==> src/rtl/core/chkv_pkg.sv <==
// Package: shared types, constants and the shift-xor step of the key hash
package chkv_pkg;
    localparam int DefaultBuckets = 1024;
    localparam int DefaultPool    = 1024;

    typedef enum logic [1:0] {
        KIND_PUT = 2'd0,
        KIND_GET = 2'd1,
        KIND_DEL = 2'd2,
        KIND_NOP = 2'd3
    } kind_t;

    typedef enum logic [1:0] {
        ST_OK       = 2'd0,
        ST_NOTFOUND = 2'd1,
        ST_FULL     = 2'd2
    } status_t;

    typedef enum logic [3:0] {
        BS_IDLE,
        BS_CLEAR,
        BS_HEAD,
        BS_HEAD_WAIT,
        BS_NODE,
        BS_NODE_WAIT,
        BS_CHECK,
        BS_FREE,
        BS_FREE_WAIT,
        BS_DONE
    } back_state_t;

    typedef struct packed {
        logic [1:0]  kind;
        logic [31:0] key;
        logic [31:0] value;
        logic [31:0] hash;
    } cmd_t;

    function automatic logic [31:0] shift_xor(input logic [31:0] h, input int unsigned s);
        shift_xor = h ^ (h >> s);
    endfunction
endpackage

==> src/rtl/core/chkv_queue.sv <==
// Queue: two-entry command buffer between front and back end
module chkv_queue (
    input  logic clk,
    input  logic rst_n,
    input  logic           in_valid,
    output logic           in_ready,
    input  chkv_pkg::cmd_t in_cmd,
    output logic           out_valid,
    input  logic           out_ready,
    output chkv_pkg::cmd_t out_cmd
);
    import chkv_pkg::*;

    cmd_t       mem_reg [2];
    logic       wp_reg, rp_reg;
    logic [1:0] cnt_reg;
    logic       push, pop;

    assign in_ready  = cnt_reg != 2'd2;
    assign out_valid = cnt_reg != 2'd0;
    assign out_cmd   = mem_reg[rp_reg];
    assign push = in_valid && in_ready;
    assign pop  = out_valid && out_ready;

    always_ff @(posedge clk or negedge rst_n)
    begin
        if (!rst_n)
        begin
            wp_reg  <= 1'b0;
            rp_reg  <= 1'b0;
            cnt_reg <= 2'd0;
        end
        else
        begin
            if (push) wp_reg <= !wp_reg;
            if (pop)  rp_reg <= !rp_reg;
            cnt_reg <= cnt_reg + {1'b0, push} - {1'b0, pop};
        end
    end

    always_ff @(posedge clk)
    begin
        if (push) mem_reg[wp_reg] <= in_cmd;
    end
endmodule

==> config.mk <==
export PLATFORM = sky130hd
export DESIGN_NAME = chkv_queue
export DESIGN_NICKNAME = d
export VERILOG_FILES = /design/src/rtl/core/chkv_pkg.sv /design/src/rtl/core/chkv_queue.sv
export SDC_FILE = /design/constraint.sdc
export NUM_CORES = 1
export LEC_CHECK = 0
export BUFFER_PORTS_ARGS = -buffer_cell sky130_fd_sc_hd__buf_2
export CORE_UTILIZATION = 50
export CTS_CLUSTER_DIAMETER = 150
export DETAILED_ROUTE_END_ITERATION = 7
export PLACE_DENSITY = 0.79
export SLEW_MARGIN = 20
export SYNTH_ARGS = -nofsm -noshare
export SYNTH_HDL_FRONTEND = slang
export SYNTH_SLANG_ARGS = --single-unit
==> constraint.sdc <==
create_clock -name clk -period 9.5 [get_ports clk]
set_input_delay 0.95 -clock clk [delete_from_list [all_inputs] [get_ports clk]]
set_output_delay 0.95 -clock clk [all_outputs]
set_load 0.01 [all_outputs]
Yosys cells after proc, flatten, opt, wreduce, memory -nomap -nowiden
Memory sizes are Yosys's and may differ from the RTL's.
Index checks and enable logic that the tools add are counted.
Storage, ports and cells
  output and inout bits: 100
  bits in writable memories: 196
  memories kept: 1
  word-level logic and storage cells: 14
  flip-flop bits (word level): 4
Operators by class
  add/subtract/negate cells: 2
  equality and inequality tests: 1
  mux-type cells: 2
  reductions and logical operators: 5
Memory list
  mem_reg: words 2, bits a word 98, read ports 1, clocked after Yosys merged registers in 0, write ports 1, RTL line chkv_queue.sv:14  | cmd_t mem_reg [2];
Operators by type and width (count)
  $add A2 B1 Y2: 1
  $logic_and A1 B1 Y1: 2
  $logic_not A1 Y1: 2
  $mux W1: 2
  $ne A2 B2 Y1 const B: 1
  $reduce_bool A2 Y1: 1
  $sub A2 B1 Y2: 1

Logic depth before layout (Yosys ltp)
  depth in word-level cells: 4
  mapped depth: 5

Worst setup path after synthesis
Ideal clock, no wire load.
  path type: input-to-reg
  start point: input in_valid
  end point: memory mem_reg[0][0] (netlist bit), enable pin
  path slack: 3839 ps
  stages on the path: 2
  data arrival time: 5106 ps
  library setup time: 555 ps
  required time: 8945 ps
  cells stage by stage: nand2_1 -> nor2_1
Between the ends
  cells in the longest elaborated chain, start to end: 3
RTL lines
  from (decl): RTL line chkv_queue.sv:5  | input logic in_valid,
  $logic_and A1 B1 Y1: RTL line chkv_queue.sv:22  | assign push = in_valid && in_ready;
  $mux W1: RTL line chkv_queue.sv:43  | if (push) mem_reg[wp_reg] <= in_cmd;
  $mux W1 (implied by the code): RTL line chkv_queue.sv:43
  to (decl): RTL line chkv_queue.sv:14
Every way passes these cells.

==> qor.log <==
qor: timing.fin_skew 8.52 ps
qor: synth.synth_area 7320 sq um
qor: finish.fin_area 9080 sq um
qor: timing.slew_violations 0
qor: timing.tns 0 ps
qor: cts.numCtsBuffers 17
qor: drt.detail_route.wl_per_cell 17.7 microns
qor: floorplanning.io_pins 202
qor: timing.report.final.hold_viol_count 0
qor: drt.post_drt_via_cell_ratio 5.12
qor: global_route.global_route.usage.total 0.175
qor: power.power_per_cell_area 301 nW/um^2
qor: cts.cts_hold_buf 0
qor: floorplanning.die_w 123 microns
qor: synth.share_of_flip_flops_with_an_asynchronous_set_or_reset_after_synthesis 0.0200
qor: synth.synth_top_area_cell sky130_fd_sc_hd__edfxtp_1
qor: power.static_power_due_to_leakage 3.42 nW
qor: cts.worst_setup_hold_path_clk_slew 70 ps
qor: cts.htreeDepth 4
qor: placed_design.gpl_congestion 0.679
qor: cts.clk_latency 420 ps
qor: timing.post-route-min-period 3510 ps
qor: synth.post_synth_num_cell_types 19
qor: cts.post-cts-setup-buffer-count 0
qor: power.ir_drop 0.195 mV
qor: synth.synth_edf_count 196
qor: timing.layout_worst_path_cycle_share 0.369
qor: global_route.remaining_global_route_overflow 0
qor: timing.final-setup-viol-count 0
qor: cts.clockBufferDepth 2
qor: cts.cts_resized 0
qor: drt.drtPass1Iterations 4
qor: setup_path.critical_path_peak_fanout 53
qor: setup_path.worst-r2r-cell-count 5
qor: setup_path.critical_path.endpoint_type output port
qor: synth.synthesis.nets 430
qor: global_route.grt_start_max_net_pins 63
qor: setup_path.reg2reg_slack 7080 ps
qor: placed_design.place_area 8520 sq um
qor: timing.timing.max_slew.rel_slack 0.445
qor: drt.postRouteWirelength 12,900 microns
qor: finish.layout.cells.most_common_list 201 x sky130_fd_sc_hd__buf_2, 196 x sky130_fd_sc_hd__edfxtp_1, 88 x sky130_fd_sc_hd__mux2_2, 17 x sky130_fd_sc_hd__clkbuf_16, 10 x sky130_fd_sc_hd__mux2_4
qor: hold_path.hp-class input port to async pin
qor: drt.post-route-drc-count 0
qor: setup_path.critical_path_required 8550 ps
qor: run_status.result_of_the_run complete, no violations
qor: setup_path.cp_data_arrival_time 2560 ps
qor: placed_design.place.port_buffers 201
qor: timing.fmax 285 MHz
qor: synth.yosys_warnings 0
qor: cts.clkSinkCount 200
qor: synth.dominant_register_cell_in_the_synthesized_netlist sky130_fd_sc_hd__edfxtp_1
qor: drt.via_count 3,752
qor: finish.flow.area_growth_from_synthesis 24.0%
qor: placed_design.hpwlAfterDp 8590 microns
qor: drt.antenna_violating_nets_post_route 0
qor: synth.ys_seq_area_frac 0.817
qor: setup_path.reg2reg_from cnt_reg[0]
qor: setup_path.r2r_end mem_reg[0][63]
qor: global_route.wire_length_of_the_first_global_routing_pass 19,100 microns
qor: synth.syn-instance-count 327
qor: finish.drive_gt1_frac 0.609
qor: global_route.antenna_violations_before_repair 0
qor: finish.largest_register_ff_count 196
qor: floorplanning.die-height 123 microns
qor: setup_path.setup.worst_path.start_class flip-flop
qor: cts.cts_root_buffer sky130_fd_sc_hd__clkbuf_16
qor: drt.detailedRoute.firstIterationViolations 265
qor: finish.num-nets-final 643
qor: cts.cts_tree built
qor: floorplanning.dieArea 15,100 sq um
qor: synth.ys_seq_elements 200
qor: synth.synthDominantCellAreaShare 0.804
qor: floorplanning.design.core.area 14,100 sq um
qor: timing.rsz0062_at_grt no
qor: setup_path.setup_crit_path_kind flip-flop to output port
qor: timing.timing_worst_slew_pin_value 832 ps
qor: global_route.first_global_vias 3,848
qor: finish.fillerInstances 1,016
qor: synth.post_synthesis_area_per_instance 22.4 sq um
qor: floorplanning.floorplan.initialDensity 0.519
qor: run.drv.max_cap_violation_count 0
qor: synth.synth_area_leaders sky130_fd_sc_hd__edfxtp_1 80%, sky130_fd_sc_hd__mux2_2 14%, sky130_fd_sc_hd__mux2_4 2.1%
qor: floorplanning.placementRows 43
qor: finish.mostFrequentLayoutCell sky130_fd_sc_hd__buf_2
## layer usage
| layer | up-vias | share of wire | GRT usage |
|---|---|---|---|
| met5 | - | 0 | 0 |
| met4 | 0 | 0.013 | 0.0776 |
| met3 | 14 | 0.061 | 0.0577 |
| met2 | 139 | 0.54 | 0.303 |
| met1 | 1869 | 0.38 | 0.197 |
| li1 | 1730 | - | - |
## kinds of logic (layout without fill, tap and decap cells)
| group | after synthesis | count (layout) | synth area share |
|---|---|---|---|
| fa+ha+maj | 1 | 1 | 0.00171 |
| compound gates | 3 | 3 | 0.00325 |
| other cells | 0 | 1 | 0 |
| buf+inv | 11 | 236 | 0.0101 |
| flops | 200 | 200 | 0.817 |
| mux | 98 | 98 | 0.156 |
| xor+xnor | 3 | 3 | 0.00359 |
| simple gates | 11 | 11 | 0.00803 |
## power by group
group | internal (W) | switching [W] | leakage, nW
logic | 0.000377 | 0.000402 | 1.29
clock network | 0.000359 | 0.000294 | 0.260
registers | 0.00121 | 0.0000911 | 1.87
total | 0.00194 | 0.000787 | 3.42
## critical path, stage by stage (launching register included)
cell                      delay (ps)
sky130_fd_sc_hd__dfrtp_4         890
sky130_fd_sc_hd__buf_4           670
sky130_fd_sc_hd__mux2_2          420
sky130_fd_sc_hd__buf_2           140
## worst max-delay path by stage
| stage | slack [ps] | cells past startpoint | start | end |
|---|---|---|---|---|
| 2_1_floorplan | 3840 | 2 | in_valid | mem_reg[0][0] |
| 3_3_place_gp | 6240 | 4 | in_valid | mem_reg[0][78] |
| 3_5_place_dp | 6170 | 4 | in_valid | mem_reg[0][78] |
| 4_1_cts | 5910 | 3 | rp_reg | out_cmd[61] |
| 5_1_grt | 5800 | 3 | rp_reg | out_cmd[56] |
| 6_report | 5990 | 3 | rp_reg | out_cmd[7] |
## cell usage after synthesis (all sizes together), types with 2 or more instances
cell type,n
nand2,2
edfxtp,196
mux2,98
xnor2,3
nor2,3
dfrtp,4
buf,11
## area by class of cell
type / instances / area, sq um / share of cell area
multi-input cells: 116 / 1270 / 0.140
clock inverters: 12 / 104 / 0.0114
clock buffers: 19 / 433 / 0.0477
well taps: 180 / 225 / 0.0248
repair buffers: 205 / 1050 / 0.116
flip-flops and latches: 200 / 5990 / 0.660
diodes: 1 / 2.50 / 0.000276
## per-stage QoR
step	instances	utilization	power [W]	hold WS, ps	worst slack (ps)
2_1_floorplan	327	-	0.00183	460	3840
3_3_place_gp	700	0.604	0.00207	550	6240
3_5_place_dp	700	0.604	0.00211	562	6170
4_1_cts	731	0.642	0.00276	301	5910
5_1_grt	732	0.644	0.00287	295	5800
6_report	733	0.644	0.00273	319	5990
Note: power is estimated with default switching activity, not from simulation.
