$ cat config.mk
export PLATFORM = sky130hd
export DESIGN_NAME = chkv_front_flat
export DESIGN_NICKNAME = d
export VERILOG_FILES = /design/src/rtl/core/chkv_pkg.sv /design/src/rtl/core/chkv_if.sv /design/src/rtl/core/chkv_front.sv /design/src/flat_wrapper.sv
export SDC_FILE = /design/constraint.sdc
export NUM_CORES = 1
export LEC_CHECK = 0
export BUFFER_PORTS_ARGS = -buffer_cell sky130_fd_sc_hd__buf_4
export CAP_MARGIN = 25
export CORE_UTILIZATION = 40
export DETAILED_ROUTE_END_ITERATION = 12
export SYNTH_ARGS = -nofsm -noshare
export SYNTH_HDL_FRONTEND = slang
export SYNTH_SLANG_ARGS = --single-unit
export TNS_END_PERCENT = 10
$ cat constraint.sdc
create_clock -name clk -period 24.6 [get_ports clk]
set_input_delay 3.69 -clock clk [delete_from_list [all_inputs] [get_ports clk]]
set_output_delay 3.69 -clock clk [all_outputs]
set_load 0.02 [all_outputs]
$ cat src/rtl/core/chkv_pkg.sv
// Package: shared types, constants and the shift-xor step of the key hash
package chkv_pkg;
    localparam int DefaultBuckets = 1024;
    localparam int DefaultPool    = 1024;

    typedef enum logic [1:0] {
        KIND_PUT = 2'd0,
        KIND_GET = 2'd1,
        KIND_DEL = 2'd2,
        KIND_NOP = 2'd3
    } kind_t;

    typedef enum logic [1:0] {
        ST_OK       = 2'd0,
        ST_NOTFOUND = 2'd1,
        ST_FULL     = 2'd2
    } status_t;

    typedef enum logic [3:0] {
        BS_IDLE,
        BS_CLEAR,
        BS_HEAD,
        BS_HEAD_WAIT,
        BS_NODE,
        BS_NODE_WAIT,
        BS_CHECK,
        BS_FREE,
        BS_FREE_WAIT,
        BS_DONE
    } back_state_t;

    typedef struct packed {
        logic [1:0]  kind;
        logic [31:0] key;
        logic [31:0] value;
        logic [31:0] hash;
    } cmd_t;

    function automatic logic [31:0] shift_xor(input logic [31:0] h, input int unsigned s);
        shift_xor = h ^ (h >> s);
    endfunction
endpackage

$ cat src/rtl/core/chkv_if.sv
// Interfaces: valid/ready channels for requests and responses
interface chkv_req_if;
    logic        valid;
    logic        ready;
    logic [1:0]  kind;
    logic signed [31:0] lookup_key;
    logic signed [31:0] put_value;
    modport source (output valid, kind, lookup_key, put_value, input ready);
    modport sink   (input valid, kind, lookup_key, put_value, output ready);
endinterface


$ cat src/rtl/core/chkv_front.sv
// Front end: accepts requests and computes the key hash in a registered pipeline
module chkv_front (
    input  logic clk,
    input  logic rst_n,
    chkv_req_if.sink req,
    output logic              cmd_valid,
    input  logic              cmd_ready,
    output chkv_pkg::cmd_t    cmd
);
    import chkv_pkg::*;

    logic [2:0]  vld_reg;
    logic [31:0] h_reg [3];
    logic [1:0]  kind_reg [3];
    logic [31:0] key_reg [3];
    logic [31:0] val_reg [3];
    logic        adv;

    assign adv = !vld_reg[2] || cmd_ready;
    assign req.ready = adv;
    assign cmd_valid = vld_reg[2];
    assign cmd.kind  = kind_reg[2];
    assign cmd.key   = key_reg[2];
    assign cmd.value = val_reg[2];
    assign cmd.hash  = shift_xor(h_reg[2], 16);

    always_ff @(posedge clk or negedge rst_n)
    begin
        if (!rst_n)
        begin
            vld_reg <= '0;
        end
        else if (adv)
        begin
            vld_reg <= {vld_reg[1:0], req.valid};
        end
    end

    always_ff @(posedge clk)
    begin
        if (adv)
        begin
            h_reg[0]    <= shift_xor(req.lookup_key, 16) * 32'h85ebca6b;
            h_reg[1]    <= shift_xor(h_reg[0], 13) * 32'hc2b2ae35;
            h_reg[2]    <= h_reg[1];
            kind_reg[0] <= req.kind;
            key_reg[0]  <= req.lookup_key;
            val_reg[0]  <= req.put_value;
            for (int i = 1; i < 3; i++)
            begin
                kind_reg[i] <= kind_reg[i-1];
                key_reg[i]  <= key_reg[i-1];
                val_reg[i]  <= val_reg[i-1];
            end
        end
    end
endmodule

$ cat src/flat_wrapper.sv
// flat-port wrapper written by rule: the top's interface ports become plain ports
module chkv_front_flat import chkv_pkg::*;
  (clk, rst_n, cmd_valid, cmd_ready, cmd, req_valid, req_kind, req_lookup_key, req_put_value, req_ready);
  chkv_req_if req_i ();
  input  logic clk;
  input  logic rst_n;
  output logic cmd_valid;
  input  logic cmd_ready;
  output chkv_pkg::cmd_t cmd;
  input wire logic [$bits(req_i.valid)-1:0] req_valid;
  input wire logic [$bits(req_i.kind)-1:0] req_kind;
  input wire logic [$bits(req_i.lookup_key)-1:0] req_lookup_key;
  input wire logic [$bits(req_i.put_value)-1:0] req_put_value;
  output wire logic [$bits(req_i.ready)-1:0] req_ready;
  assign req_i.valid = req_valid;
  assign req_i.kind = req_kind;
  assign req_i.lookup_key = req_lookup_key;
  assign req_i.put_value = req_put_value;
  assign req_ready = req_i.ready;
  chkv_front u_core (.clk(clk), .rst_n(rst_n), .req(req_i), .cmd_valid(cmd_valid), .cmd_ready(cmd_ready), .cmd(cmd));
endmodule
[Word-level counts from Yosys, hierarchy flattened]
Memory sizes are Yosys's and may differ from the RTL's.
Cells that the tools add are included.
Storage, ports and cells
  input bits: 70
  output and inout port bits: 100
  memory bits (writable): 294
  register bits after elaboration: 3
  memories kept: 4
Memories
  u_core.h_reg: words 3, bits a word 32, read ports 3, clocked after memory_dff 0, wr ports 3, RTL line chkv_front.sv:13  | logic [31:0] h_reg [3];
  u_core.key_reg: words 3, bits a word 32, read ports 3, clocked after memory_dff 0, wr ports 3, RTL line chkv_front.sv:15  | logic [31:0] key_reg [3];
  u_core.val_reg: words 3, bits a word 32, read ports 3, clocked after memory_dff 0, wr ports 3, RTL line chkv_front.sv:16  | logic [31:0] val_reg [3];
  u_core.kind_reg: words 3, bits a word 2, read ports 3, clocked after memory_dff 0, wr ports 3, RTL line chkv_front.sv:14  | logic [1:0] kind_reg [3];
Cells by class
  bitwise operators: 3
  reductions and logical operators: 2
  muxes and demuxes: 2
  multiply operators: 2
Operator list (count)
  bitwise XOR 32 x 16 -> 32 bit: 2
  multiplier 32 x 31 -> 32 bit (second input constant): 1
  multiplier 32 x 32 -> 32 bit (second input constant): 1
  bitwise XOR 32 x 19 -> 32 bit: 1
  2-to-1 mux 1 bit: 2
  logical NOT 1 bit: 1
  logical OR 1 bit: 1

[Depth between registers and ports, before layout]
Gate-level depths: netlist of the first run.
  depth after elaboration: 4
  mapped depth: 27
  gate-level depth less buffers: 27

[Least setup slack after synthesis of the first run]
Ideal clock, no wire load.
  path kind: input to output
  start point: input cmd_ready
  end point: output req_ready
  data arrival time: 10.921 ns
  slack: 9.989 ns
  required time: 20.910 ns
  stages: 1
  cells stage by stage: nand2b_1
Between the ends
  longest elaborated chain between the ends: 1
RTL lines
  from (decl): RTL line flat_wrapper.sv:8  | input logic cmd_ready;
  logical OR 1 bit: RTL line chkv_front.sv:19  | assign adv = !vld_reg[2] || cmd_ready;
  to (decl): RTL line flat_wrapper.sv:14  | output wire logic [$bits(req_i.ready)-1:0] req_ready;
No other way between the ends.

==> metrics, run 1 <==
required time worst endpoint=24.95 ns; Critical Path End Type=flip-flop; number of diodes=0; total congestion overflow after global routing=0; synthesized instance count=2146; post-synth cell types=52; sequential area share after synthesis=0.327; signed area change from the synthesized netlist to the final layout=10.6%; most common cell in the netlist=inv_1; hpwl dp=55.6 mm; routed wire length per instance=20.4 µm; Most Crowded Layer GR=met2; origin of the worst setup path=req_lookup_key[23]; via count of the first global-routing pass=16800; Core Box Area=67300 µm²; post-detailed-route count of antenna-violating nets=0; combined area of all synthesized cells=27200 µm²; outcome=finished clean; total routing resource utilization after global routing=0.192; minimum hold slack=0.402 ns; biggest area consumer among synthesized cells=edfxtp_1; yosys warns=0; # setup viols final=0; Max Clock Freq=0.0975 GHz; number of I/O port buffers=169; # fillers=6194; depth of the CTS H-tree=1; Total Wirelength=64.7 mm; WP data arrival=10.60 ns; post-synthesis sequential element count=297; met2 Usage GRT=0.341; CTS Sinks=297; timing endpoint of the critical path=u_core.h_reg[0][31]$_DFFE_PP_; number of top-level pins=170; routed via count divided by cell count=4.75; final net count=3110; antenna violations before repair=0; classification of the worst-slack hold path=flip-flop to flip-flop; DRC violation total after the first TritonRoute iteration=720; number of max-capacitance violations reported=0; die span in x=263 µm; largest net degree at the start of global routing=81; post-synthesis async set-or-reset flop share=0.0101; main flop type after synthesis=edfxtp_1; TritonCTS clock tree=done; fraction of layout instances using a drive strength above 1=0.107; clock edge transition at the registers on the reported setup and hold paths=0.06 ns; sum of negative setup slack=0 ns; Hold Fails Final Rpt=0; maximum clock insertion buffer count=3; category of the most critical setup path=input port to flip-flop; effective utilization at floorplan=0.404; Syn Nets=2976; post-CTS resize count=0; reg2reg setup slack=16.89 ns; clock tree root driver cell=clkbuf_16; Max Slew Vio Count=0; 1st-pass router iterations=5; part of the cycle the worst path needs=0.417; worst slew margin relative to its limit=0.281; cell types with the largest area share after synthesis=edfxtp_1 (32%), fa_1 (29%), ha_1 (17%); fraction of met1 tracks used by global routing=0.247; GRT met3 Usage=0.0188; final cell utilization of the core=0.447; reg-to-reg endpoint=u_core.h_reg[0][60]$_DFFE_PP_; area fraction of the dominant cell type after synthesis=0.325; actual transition at the worst max-transition pin=1.07 ns; number of enable-type register cells in the synthesized netlist=294; last weighted congestion value of the routability-driven placer=0.956; ranking of synthesized cells by instance count=inv_1 (576), fa_1 (388), ha_1 (372); startpoint type of the worst setup path=input port; clock latency on the worst-skew pair=0.60 ns; Crit Reg-Reg Startpoint=u_core.h_reg[0][20]$_DFFE_PP_; clock tree skew after final layout=0.0164 ns; post-CTS setup-driven buffer insertion count=0; first-pass GRT wire length=99.6 mm; RSZ-0062 raised after global routing=no; standard-cell rows=95; total vias in the final route=15100; critical path fanouts, max=7; time the worst path needs with I/O delays and setup=10.26 ns; average cell area after synthesis=12.7 µm²; hold-fix buffer count after cts=0; die outline height=263 µm; number of buffers added by the clock tree synthesis step=31; number of DRC violations after detailed routing=0; path depth of the worst reg2reg path=23; Die ar.=69100 µm²
-- critical path, cell delays in order --
cell and delay (ns):
buf_4 0.15, xnor2_1 0.50, inv_1 0.39, fa_1 0.57
fa_1 0.44, fa_1 0.52, inv_1 0.05, fa_1 0.49
fa_1 0.54, inv_1 0.05, fa_1 0.45, fa_1 0.52
fa_1 0.42, ha_1 0.37, and3_1 0.23, and3_1 0.19
nand4_1 0.10, o21ai_1 0.32, o221ai_2 0.18, a21oi_1 0.21
or3_1 0.14, a21oi_1 0.07
-- kinds of logic (layout without fill, tap and decap cells) --
| family | Yosys count | in the layout | share of synthesized area |
|---|---|---|---|
| AOI/OAI and AO/OA | 145 | 145 | 0.0374 |
| xor gates and xnor gates | 175 | 175 | 0.0571 |
| adders and majority gates | 760 | 760 | 0.457 |
| buffers and inverters | 659 | 813 | 0.102 |
| DFF | 297 | 297 | 0.327 |
| muxes | 2 | 2 | 0.000828 |
| and+or+nand+nor | 108 | 108 | 0.0184 |
-- metal layers --
metal  up-vias  wire length, µm
met1      7741            27800
met3        77             2020
met2       252            32900
met5         -                0
met4         0             1970
li1       6992                -
-- layout make-up --
type                            count  area (µm²)  area share
Multi-Input combinational cell   1190       15500       0.516
Sequential cell                   297        8900       0.296
Inverter                          576        2160      0.0719
Clock inverter                     19         228     0.00757
Tap cell                          873        1090      0.0363
Clock buffer                       34         787      0.0262
Timing Repair Buffer              184        1380      0.0459
-- how the worst min path moves through the flow --
stage                                         start                         endpoint  slack [ns]  cells after the start
finish              u_core.key_reg[0][19]$_DFFE_PP_  u_core.key_reg[0][51]$_DFFE_PP_        0.40                      0
global route        u_core.val_reg[0][52]$_DFFE_PP_  u_core.val_reg[0][84]$_DFFE_PP_        0.42                      0
CTS                 u_core.val_reg[0][52]$_DFFE_PP_  u_core.val_reg[0][84]$_DFFE_PP_        0.41                      0
detailed placement    u_core.h_reg[0][51]$_DFFE_PP_    u_core.h_reg[0][83]$_DFFE_PP_        0.40                      0
global placement    u_core.val_reg[0][19]$_DFFE_PP_  u_core.val_reg[0][51]$_DFFE_PP_        0.40                      0
floorplan             u_core.h_reg[0][32]$_DFFE_PP_    u_core.h_reg[0][64]$_DFFE_PP_        0.40                      0
-- through the flow --
stage / cell area, µm² / std cells / setup WS [ns]
5_1_grt: 30100 / 3173 / 14.02
3_5_place_dp: 29100 / 3119 / 13.82
6_report: 30100 / 3173 / 14.34
4_1_cts: 30100 / 3172 / 14.45
3_3_place_gp: 29100 / 3119 / 13.88
2_1_floorplan: 27200 / 2146 / 9.99
-- layout by cell type, fill, tap and decap left out, types with 4 or more instances in the layout --
master | Yosys | final
o21bai_1 | 9 | 9
xor2_1 | 63 | 63
xnor2_1 | 110 | 110
inv_1 | 576 | 576
clkbuf_16 | 0 | 31
a211oi_1 | 9 | 9
nand4_1 | 4 | 4
a21oi_1 | 40 | 40
nor2_1 | 44 | 44
nand2b_1 | 7 | 6
a21o_1 | 23 | 23
o21a_1 | 9 | 9
clkinv_1 | 0 | 5
nor3_1 | 6 | 6
or3_1 | 4 | 4
nand2_1 | 22 | 22
o21ai_0 | 14 | 14
o21ai_1 | 12 | 12
ha_1 | 372 | 372
fa_1 | 388 | 388
edfxtp_1 | 294 | 294
and3_1 | 6 | 6
bufinv_16 | 0 | 4
a31oi_1 | 6 | 6
nand3_1 | 6 | 6
and2_1 | 4 | 4
buf_4 | 82 | 184
Power of run 1 is left out: the tool's default activity adds up to more than one toggle a clock period on the data nets, which glitch-free logic cannot reach.
==> run 2: changes to the inputs <==
clock period = 8.9 ns   (was 24.6 ns; I/O delays follow)
==> run 2 against run 1 <==
Global-route usage shrank 0.27 points. Hold slack gained 0.0042 ns. Critical path depth is the same. Final cell count grew 0.60%.
==> metrics, run 2 (synthesis results as in run 1) <==
outcome=finished clean; first-pass GRT wire length=98.2 mm; post-CTS resize count=0; total congestion overflow after global routing=0; maximum clock insertion buffer count=3; time the worst path needs with I/O delays and setup=7.79 ns; number of DRC violations after detailed routing=0; classification of the worst-slack hold path=flip-flop to flip-flop; clock tree skew after final layout=0.0300 ns; leading cell type in the layout, fill and taps excluded=inv_1; part of the cycle the worst path needs=0.876; most frequent cells in the layout=inv_1 (576), fa_1 (388), ha_1 (372); routed via count divided by cell count=4.74; DRC violation total after the first TritonRoute iteration=846; worst slew margin relative to its limit=0.400; number of max-capacitance violations reported=0; category of the most critical setup path=input port to flip-flop; antenna violations before repair=0; largest net degree at the start of global routing=85; final net count=3123; Max Clock Freq=0.128 GHz; effective utilization at floorplan=0.404; sum of negative setup slack=0 ns; post-CTS setup-driven buffer insertion count=0; detailed-routing wirelength on met1=27.4 mm; fraction of layout instances using a drive strength above 1=0.116; actual transition at the worst max-transition pin=0.899 ns; Die ar.=69100 µm²; RSZ-0062 raised after global routing=no; post-detailed-route count of antenna-violating nets=0; total length of routed met2 wires=31.8 mm; number of I/O port buffers=169; top sig layer=met4; clock latency on the worst-skew pair=0.54 ns; number of diodes=0; Total Wirelength=63.1 mm; Place WS=0.647 ns; total routing resource utilization after global routing=0.189; number of buffers added by the clock tree synthesis step=34; hold-fix buffer count after cts=0; # setup viols final=0; standard-cell rows=95; WP data arrival=8.06 ns; die span in x=263 µm; critical path fanouts, max=7; CTS Sinks=297; post-route setup slack=1.11 ns; die outline height=263 µm; required time worst endpoint=9.17 ns; 1st-pass router iterations=5; clock tree root driver cell=clkbuf_16; depth of the CTS H-tree=2; Critical Path End Type=flip-flop; Max Slew Vio Count=0; hpwl dp=54.8 mm; last weighted congestion value of the routability-driven placer=0.975; signed area change from the synthesized netlist to the final layout=11.3%; startpoint type of the worst setup path=input port; number of top-level pins=170; length of routed met3 wiring=1.82 mm; routed wire length per instance=19.8 µm; via count of the first global-routing pass=16800; Hold Fails Final Rpt=0; TritonCTS clock tree=done; clock edge transition at the registers on the reported setup and hold paths=0.06 ns; Core Box Area=67300 µm²; total vias in the final route=15100
==> run 2: cell count changes in the layout (fill, tap and decap cells not counted), sizes merged <==
cell and change:
inv +2, clkinv +2, bufinv -1, buf +10, clkbuf +2, clkinvlp +4
==> run 2: metal layers <==
metal,up-vias,track usage
li1,7021,-
met1,7729,0.247
met2,290,0.327
met3,98,0.0189
met4,0,0.0653
met5,-,0
==> run 2: path summary, 6_finish.rpt <==
| path | from | cells after the start | end | slack [ns] |
|---|---|---|---|---|
| max | req_lookup_key[24] | 22 | u_core.h_reg[0][31]$_DFFE_PP_ | 1.11 |
| min | u_core.val_reg[0][31]$_DFFE_PP_ | 0 | u_core.val_reg[0][63]$_DFFE_PP_ | 0.41 |
| max reg2reg | u_core.h_reg[0][20]$_DFFE_PP_ | 23 | u_core.h_reg[0][60]$_DFFE_PP_ | 1.27 |
| min reg2reg | u_core.val_reg[0][31]$_DFFE_PP_ | 0 | u_core.val_reg[0][63]$_DFFE_PP_ | 0.41 |
| max in group asynchronous | rst_n | 1 | u_core.vld_reg[1]$_DFFE_PN0P_ | 8.23 |
| min in group asynchronous | rst_n | 1 | u_core.vld_reg[2]$_DFFE_PN0P_ | 0.58 |
==> run 2: layout make-up <==
| cell class | count | area (µm²) |
|---|---|---|
| clock inverter | 26 | 254 |
| inverter | 576 | 2160 |
| clock buffer | 36 | 858 |
| tap | 873 | 1090 |
| timing repair buffer | 194 | 1480 |
| sequential | 297 | 8900 |
| fill | 6136 | 37000 |
| multi-input combinational | 1190 | 15500 |
==> run 2: per-stage QoR <==
step	cells	area, µm²	hold WS, ns	utilization
CTS	3190	30200	0.408	0.449
finish	3192	30300	0.406	0.450
global route	3192	30300	0.410	0.450
detailed placement	3128	29100	0.405	0.433
floorplan	2146	27200	0.400	-
global placement	3128	29100	0.400	0.433
==> run 2: critical path, stage by stage <==
cell      delay, ns
buf_4          0.15
xnor2_1        0.45
inv_1          0.31
fa_1           0.58
fa_1           0.44
fa_1           0.49
inv_1          0.05
fa_1           0.48
fa_1           0.56
inv_1          0.05
fa_1           0.45
fa_1           0.51
fa_1           0.41
ha_1           0.37
and3_1         0.24
and3_1         0.21
nand4_1        0.11
o21ai_1        0.31
o221ai_2       0.18
a21oi_1        0.19
or3_1          0.13
a21oi_1        0.05
Power of run 2 is left out for the same reason.
